==> src/design/mrwt_pkg.sv <==
`timescale 1ns / 1ps

package mrwt_pkg;

  // Default operand width in bits.
  localparam int unsigned NUM_BITS_DEF = 63;

  // Controller states.
  typedef enum logic [3:0] {
    ST_IDLE,
    ST_CHECK,
    ST_REDUCE,
    ST_BASECHK,
    ST_SKIP,
    ST_SQR_START,
    ST_SQR_RUN,
    ST_MUL_START,
    ST_MUL_RUN,
    ST_NEXT
  } ctrl_state_e;

  // Datapath operations.
  typedef enum logic [3:0] {
    DP_NOP,
    DP_LOAD,
    DP_RED_STEP,
    DP_EXP_INIT,
    DP_EXP_SHIFT,
    DP_SQR_START,
    DP_MUL_START,
    DP_MUL_STEP,
    DP_SQR_END,
    DP_MUL_END
  } dp_op_e;

  // Source of the verdict reported with a result.
  typedef enum logic [1:0] {
    VERD_FALSE,
    VERD_TRUE,
    VERD_EXP
  } verdict_e;

  // Commands from the controller to the datapath.
  typedef struct packed {
    dp_op_e   op;
    logic     done;
    verdict_e verdict;
  } dp_cmd_t;

  // Status from the datapath to the controller.
  typedef struct packed {
    logic n_lt2;
    logic n_is2;
    logic n_even;
    logic red_last;
    logic rem_zero;
    logic e_top;
    logic e_last;
    logic mul_done;
  } dp_status_t;

endpackage

==> src/design/mrwt_dp.sv <==
`timescale 1ns / 1ps

module mrwt_dp #(
  parameter int unsigned NUM_BITS = mrwt_pkg::NUM_BITS_DEF
) (
  input  logic                  clk_i,
  input  logic                  rst_ni,
  input  mrwt_pkg::dp_cmd_t     cmd_i,
  input  logic [NUM_BITS-1:0]   candidate_i,
  input  logic [NUM_BITS-1:0]   witness_base_i,
  output mrwt_pkg::dp_status_t  status_o,
  output logic                  done_o,
  output logic                  probable_prime_o
);

  localparam int unsigned W  = NUM_BITS;
  localparam int unsigned CW = $clog2(NUM_BITS);

  // Modular add of two values below n; the carry bit keeps the sum exact.
  function automatic logic [W-1:0] add_mod(input logic [W-1:0] a, input logic [W-1:0] b,
                                           input logic [W-1:0] n);
    logic [W:0] s;
    s = {1'b0, a} + {1'b0, b};
    if (s >= {1'b0, n}) begin
      s = s - {1'b0, n};
    end
    return s[W-1:0];
  endfunction

  logic [W-1:0]  n_q, base_sh_q, rem_q, acc_q, ma_q, mb_q, prod_q, e_q;
  logic [CW-1:0] cnt_q;
  logic          fail_q, done_q, result_q;
  logic [W-1:0]  n_m1;
  logic [W:0]    red_shift;
  logic [W-1:0]  red_next;

  assign n_m1      = n_q - W'(1);
  assign red_shift = {rem_q, base_sh_q[W-1]};
  assign red_next  = (red_shift >= {1'b0, n_q}) ? W'(red_shift - {1'b0, n_q})
                                                : red_shift[W-1:0];

  // Status toward the controller. During exponentiation cnt_q counts the exponent
  // shifts, so the last exponent bit sits on top after NUM_BITS - 1 shifts.
  always_comb begin
    status_o.n_lt2    = (n_q[W-1:1] == '0);
    status_o.n_is2    = (n_q == W'(2));
    status_o.n_even   = ~n_q[0];
    status_o.red_last = (cnt_q == CW'(W - 1));
    status_o.rem_zero = (rem_q == '0);
    status_o.e_top    = e_q[W-1];
    status_o.e_last   = (cnt_q == CW'(W - 1));
    status_o.mul_done = (mb_q == '0);
  end

  // Arithmetic registers.
  always_ff @(posedge clk_i) begin
    unique case (cmd_i.op)
      mrwt_pkg::DP_NOP: begin
      end
      mrwt_pkg::DP_LOAD: begin
        n_q       <= candidate_i;
        base_sh_q <= witness_base_i;
        rem_q     <= '0;
        cnt_q     <= '0;
      end
      mrwt_pkg::DP_RED_STEP: begin
        // One bit of restoring remainder: base mod n, most significant bit first.
        rem_q     <= red_next;
        base_sh_q <= {base_sh_q[W-2:0], 1'b0};
        cnt_q     <= cnt_q + CW'(1);
      end
      mrwt_pkg::DP_EXP_INIT: begin
        acc_q  <= W'(1);
        e_q    <= n_m1;
        fail_q <= 1'b0;
        cnt_q  <= '0;
      end
      mrwt_pkg::DP_EXP_SHIFT: begin
        e_q   <= {e_q[W-2:0], 1'b0};
        cnt_q <= cnt_q + CW'(1);
      end
      mrwt_pkg::DP_SQR_START: begin
        ma_q   <= acc_q;
        mb_q   <= acc_q;
        prod_q <= '0;
      end
      mrwt_pkg::DP_MUL_START: begin
        ma_q   <= rem_q;
        mb_q   <= acc_q;
        prod_q <= '0;
      end
      mrwt_pkg::DP_MUL_STEP: begin
        // Shift-and-add modular product, one multiplier bit per cycle.
        if (mb_q[0]) begin
          prod_q <= add_mod(prod_q, ma_q, n_q);
        end
        ma_q <= add_mod(ma_q, ma_q, n_q);
        mb_q <= {1'b0, mb_q[W-1:1]};
      end
      mrwt_pkg::DP_SQR_END: begin
        // In the trailing squarings, a root of one other than +-1 proves compositeness.
        acc_q <= prod_q;
        if ((e_q == '0) && (prod_q == W'(1)) && (acc_q != W'(1)) && (acc_q != n_m1)) begin
          fail_q <= 1'b1;
        end
      end
      mrwt_pkg::DP_MUL_END: begin
        acc_q <= prod_q;
      end
      default: begin
      end
    endcase
  end

  // Result strobe.
  always_ff @(posedge clk_i or negedge rst_ni) begin
    if (!rst_ni) begin
      done_q <= 1'b0;
    end else begin
      done_q <= cmd_i.done;
    end
  end

  // Result value.
  always_ff @(posedge clk_i) begin
    if (cmd_i.done) begin
      unique case (cmd_i.verdict)
        mrwt_pkg::VERD_FALSE: result_q <= 1'b0;
        mrwt_pkg::VERD_TRUE:  result_q <= 1'b1;
        mrwt_pkg::VERD_EXP:   result_q <= ~fail_q && (acc_q == W'(1));
        default:              result_q <= 1'b0;
      endcase
    end
  end

  assign done_o           = done_q;
  assign probable_prime_o = result_q;

endmodule

==> config.mk <==
export PLATFORM = sky130hd
export DESIGN_NAME = mrwt_dp
export DESIGN_NICKNAME = d
export VERILOG_FILES = /design/src/design/mrwt_pkg.sv /design/src/design/mrwt_dp.sv
export SDC_FILE = /design/constraint.sdc
export NUM_CORES = 2
export LEC_CHECK = 0
export BUFFER_PORTS_ARGS = -buffer_cell sky130_fd_sc_hd__buf_2
export CAP_MARGIN = 5
export CELL_PAD_IN_SITES_DETAIL_PLACEMENT = 1
export CELL_PAD_IN_SITES_GLOBAL_PLACEMENT = 2
export CORE_ASPECT_RATIO = 1.75
export CORE_MARGIN = 2
export CORE_UTILIZATION = 36
export CTS_CLUSTER_SIZE = 24
export DETAILED_ROUTE_END_ITERATION = 7
export PLACE_DENSITY = 0.81
export SYNTH_ARGS = -nofsm -noshare
export SYNTH_HDL_FRONTEND = slang
export SYNTH_SLANG_ARGS = --single-unit
==> constraint.sdc <==
create_clock -name clk_i -period 4.8 [get_ports clk_i]
set_clock_uncertainty 0.05 [all_clocks]
set_input_delay 0.96 -clock clk_i [delete_from_list [all_inputs] [get_ports clk_i]]
set_output_delay 0.96 -clock clk_i [all_outputs]
set_load 0.02 [all_outputs]
==> results.json <==
{
  "met2WireLength_um": 99350,
  "fill_cells": 12870,
  "reg2reg_depth": 25,
  "std_cell_rows": 161,
  "area_delta_synth_final_pct": 29.97,
  "layout.cells.non_filler": 6849,
  "ys_ff_latch": 513,
  "final_area_um2": 51500,
  "slew_headroom_pct": 26.72,
  "synthesis.nets": 4846,
  "highest_layer": "met5",
  "r2r-start": "ma_q[2]",
  "grt_pass1_wl_um": 287100,
  "synth_area_leader_cell": "edfxtp_1",
  "wl_um": 202900,
  "async_reset_ff_share_pct": 0.1949,
  "min_to": "done_o",
  "most-common-layout-cells": "buf_4 (848), nand2_1 (714), edfxtp_1 (512)",
  "whs_path_depth": 1,
  "fin_nets": 5734,
  "antenna_found_initial": 6,
  "layout_commonest_cell": "buf_4",
  "layout_setup_ws_ns": -0.8281,
  "cts_tree": "yes",
  "ys_types": 90,
  "grtUsageTotal_pct": 35.25,
  "dp.cells": 6698,
  "globalplace.congestion": 1.037,
  "end_kind": "flop",
  "hold_class": "in -> reg",
  "setup_viol": 63,
  "antenna_left": 0,
  "vias": 40180,
  "critPathSlowestCell": "edfxtp_1",
  "start_kind": "flop",
  "die_height_um": 442.9,
  "synth_area_um2": 39620,
  "overflow": 0,
  "finalCriticalPeriod_ns": 5.628,
  "fin_crit_sh_pct": 117.3,
  "netlist.area_leader.share_pct": 38.80,
  "postSynthCellCount": 4449,
  "violations": "setup timing",
  "portBuffers": 144,
  "cp.depth": 25,
  "cts_max_path_buffers": 3,
  "cts_buffers": 56,
  "hpwl_um": 164800,
  "fin_util_pct": 46.99,
  "leakage_nw": 21.32,
  "vias_per_cell": 5.866,
  "dpl_cell_area_um2": 48030,
  "worst_pin_slew_ns": 1.099,
  "first_pass_iters": 5,
  "yosys_warnings": 0,
  "yosys-top-cells-area": "edfxtp_1 (39%), ha_1 (8.1%), nand2_1 (6.9%)",
  "clkTransAtPathRegs_ns": 0.07,
  "drive_gt1_share_pct": 25.21,
  "drcViolationCount": 0,
  "path_buf_inv": 4,
  "p_per_area_nw_per_um2": 281.8,
  "ys.flop_type": "edfxtp_1",
  "tns_ns": -43.51,
  "crit_path_max_incr_delay_ns": 0.41,
  "dieArea_um2": 112800,
  "r2r_setup_slack_ns": -0.83,
  "hold_violations": 0,
  "cts.sinks": 513,
  "crit_type": "reg -> reg",
  "start_util_pct": 36.16,
  "fmax_mhz": 177.7,
  "yosysSeqAreaShare_pct": 38.87,
  "wl_met3_um": 10030,
  "rsz0062_at_grt": "true",
  "dieWidth_um": 254.8,
  "cts_root_buffer": "clkbuf_16",
  "hold_slack_ns": 0.3489,
  "drv_slew": 0,
  "r2r-end": "prod_q[23]",
  "grt_pass1_vias": 42450,
  "synth_edf_count": 512,
  "io_pins": 145,
  "critical-path-top-delay-family": "compound AO/OA/AOI/OAI gates",
  "met1_length_um": 65510,
  "status": "finished, violations left",
  "grt_max_degree": 118,
  "cap_viol_max_count": 0,
  "vdd_drop_max_mv": 0.3066,
  "crit_fanout": 8,
  "cp.arrival_ns": 5.97,
  "cp.required_ns": 5.14,
  "synth.avg_cell_area_um2": 8.906,
  "drt-initial-drc-count": 2517,
  "core_area_um2": 109600,
  "hold_start": "cmd_i[2]",
  "htree_levels": 2,
  "post_drt_wl_per_cell_um": 29.63,
  "insertion_delay_ns": 0.70
}
## stage by stage
| step | worst slack [ns] | total power, mW |
|---|---|---|
| floorplan | -0.9199 | 7.536 |
| global placement | -1.072 | 9.460 |
| detailed placement | -1.152 | 9.524 |
| CTS | -0.7403 | 14.25 |
| global route | -1.002 | 14.96 |
| finish | -0.8281 | 14.51 |
## flip-flops by register name (all words and copies together), names as in the netlist
signal / flops
cnt_q: 6
base_sh_q: 63
n_q: 63
fail_q: 1
prod_q: 63
rem_q: 63
acc_q: 63
probable_prime_o: 1
e_q: 63
mb_q: 63
done_o: 1
ma_q: 63
## logic make-up after synthesis
family,Yosys count,share of synthesized area (%)
AO/OA/AOI/OAI,1182,18.72
XOR/XNOR,334,7.383
adder cells (fa/ha/maj),262,8.349
buffers and inverters,336,3.278
flip-flops,513,38.87
multiplexers,85,2.154
AND/OR/NAND/NOR,1737,21.25
## worst register-to-register path, cell delays in order, from the launching register on
cell,delay (ns)
edfxtp_1,0.41
ha_2,0.41
o21ai_0,0.11
o21bai_2,0.24
nand2_2,0.20
a21oi_4,0.25
a21boi_4,0.11
o41ai_4,0.21
buf_4,0.20
buf_4,0.13
a31oi_1,0.10
o31ai_1,0.27
a21oi_1,0.13
xnor2_1,0.32
ha_1,0.33
o21ai_0,0.11
o21a_1,0.20
o211ai_1,0.22
o22ai_2,0.13
a21oi_4,0.14
o21ai_2,0.06
o211ai_1,0.15
buf_6,0.29
buf_6,0.22
mux2i_1,0.23
nor2_1,0.09
## synthesized netlist by cell type (all sizes together), types with 29 or more instances
master	number
nor3b	49
a21oi	418
edfxtp	512
xor2	111
nor4	104
xnor2	223
nand4	92
nor2b	29
nand3	112
and2	87
o21ai	248
nor2	307
ha	258
a211oi	46
and3	29
nand2	729
a31oi	42
nand2b	52
nor3	86
o21bai	50
a21o	149
inv	136
mux2i	83
clkbuf	174
## repair_timing
item	CTS	global route
resized for setup	64	191
hold endpoints to repair	1	0
setup endpoints to repair	65	105
pin swaps	21	101
cloned	3	1
hold buffers	1	0
buffers inserted	16	33
## worst max-delay path by stage
stage                    to  slack, ns      start
6_report         prod_q[23]      -0.83    ma_q[2]
5_1_grt          prod_q[28]      -1.00  prod_q[0]
4_1_cts          prod_q[20]      -0.74    ma_q[5]
3_5_place_dp     prod_q[17]      -1.15    ma_q[0]
3_3_place_gp     prod_q[17]      -1.07    ma_q[0]
2_1_floorplan  base_sh_q[0]      -0.92   cmd_i[3]
## area by class of cell
type | count | area (um^2) | share of cell area [%]
diodes | 3 | 7.507 | 0.01458
clock inverters | 35 | 380.4 | 0.7386
flip-flops and latches | 513 | 15400 | 29.90
repair buffers | 1030 | 7704 | 14.96
multi-input cells | 3600 | 24190 | 46.98
clock buffers | 65 | 1456 | 2.828
inverters | 136 | 521.8 | 1.013
well taps | 1467 | 1836 | 3.564
## power breakdown
group	internal, mW	switching [mW]
clock	2.50	2.14
combinational	2.03	2.52
sequential	5.13	0.206
## layer usage
metal	track usage (%)	vias up
met5	0	-
met4	38.62	2
met3	5.394	747
met2	61.06	1451
met1	33.51	19830
li1	-	18150
(Power assumes the default switching activity.)
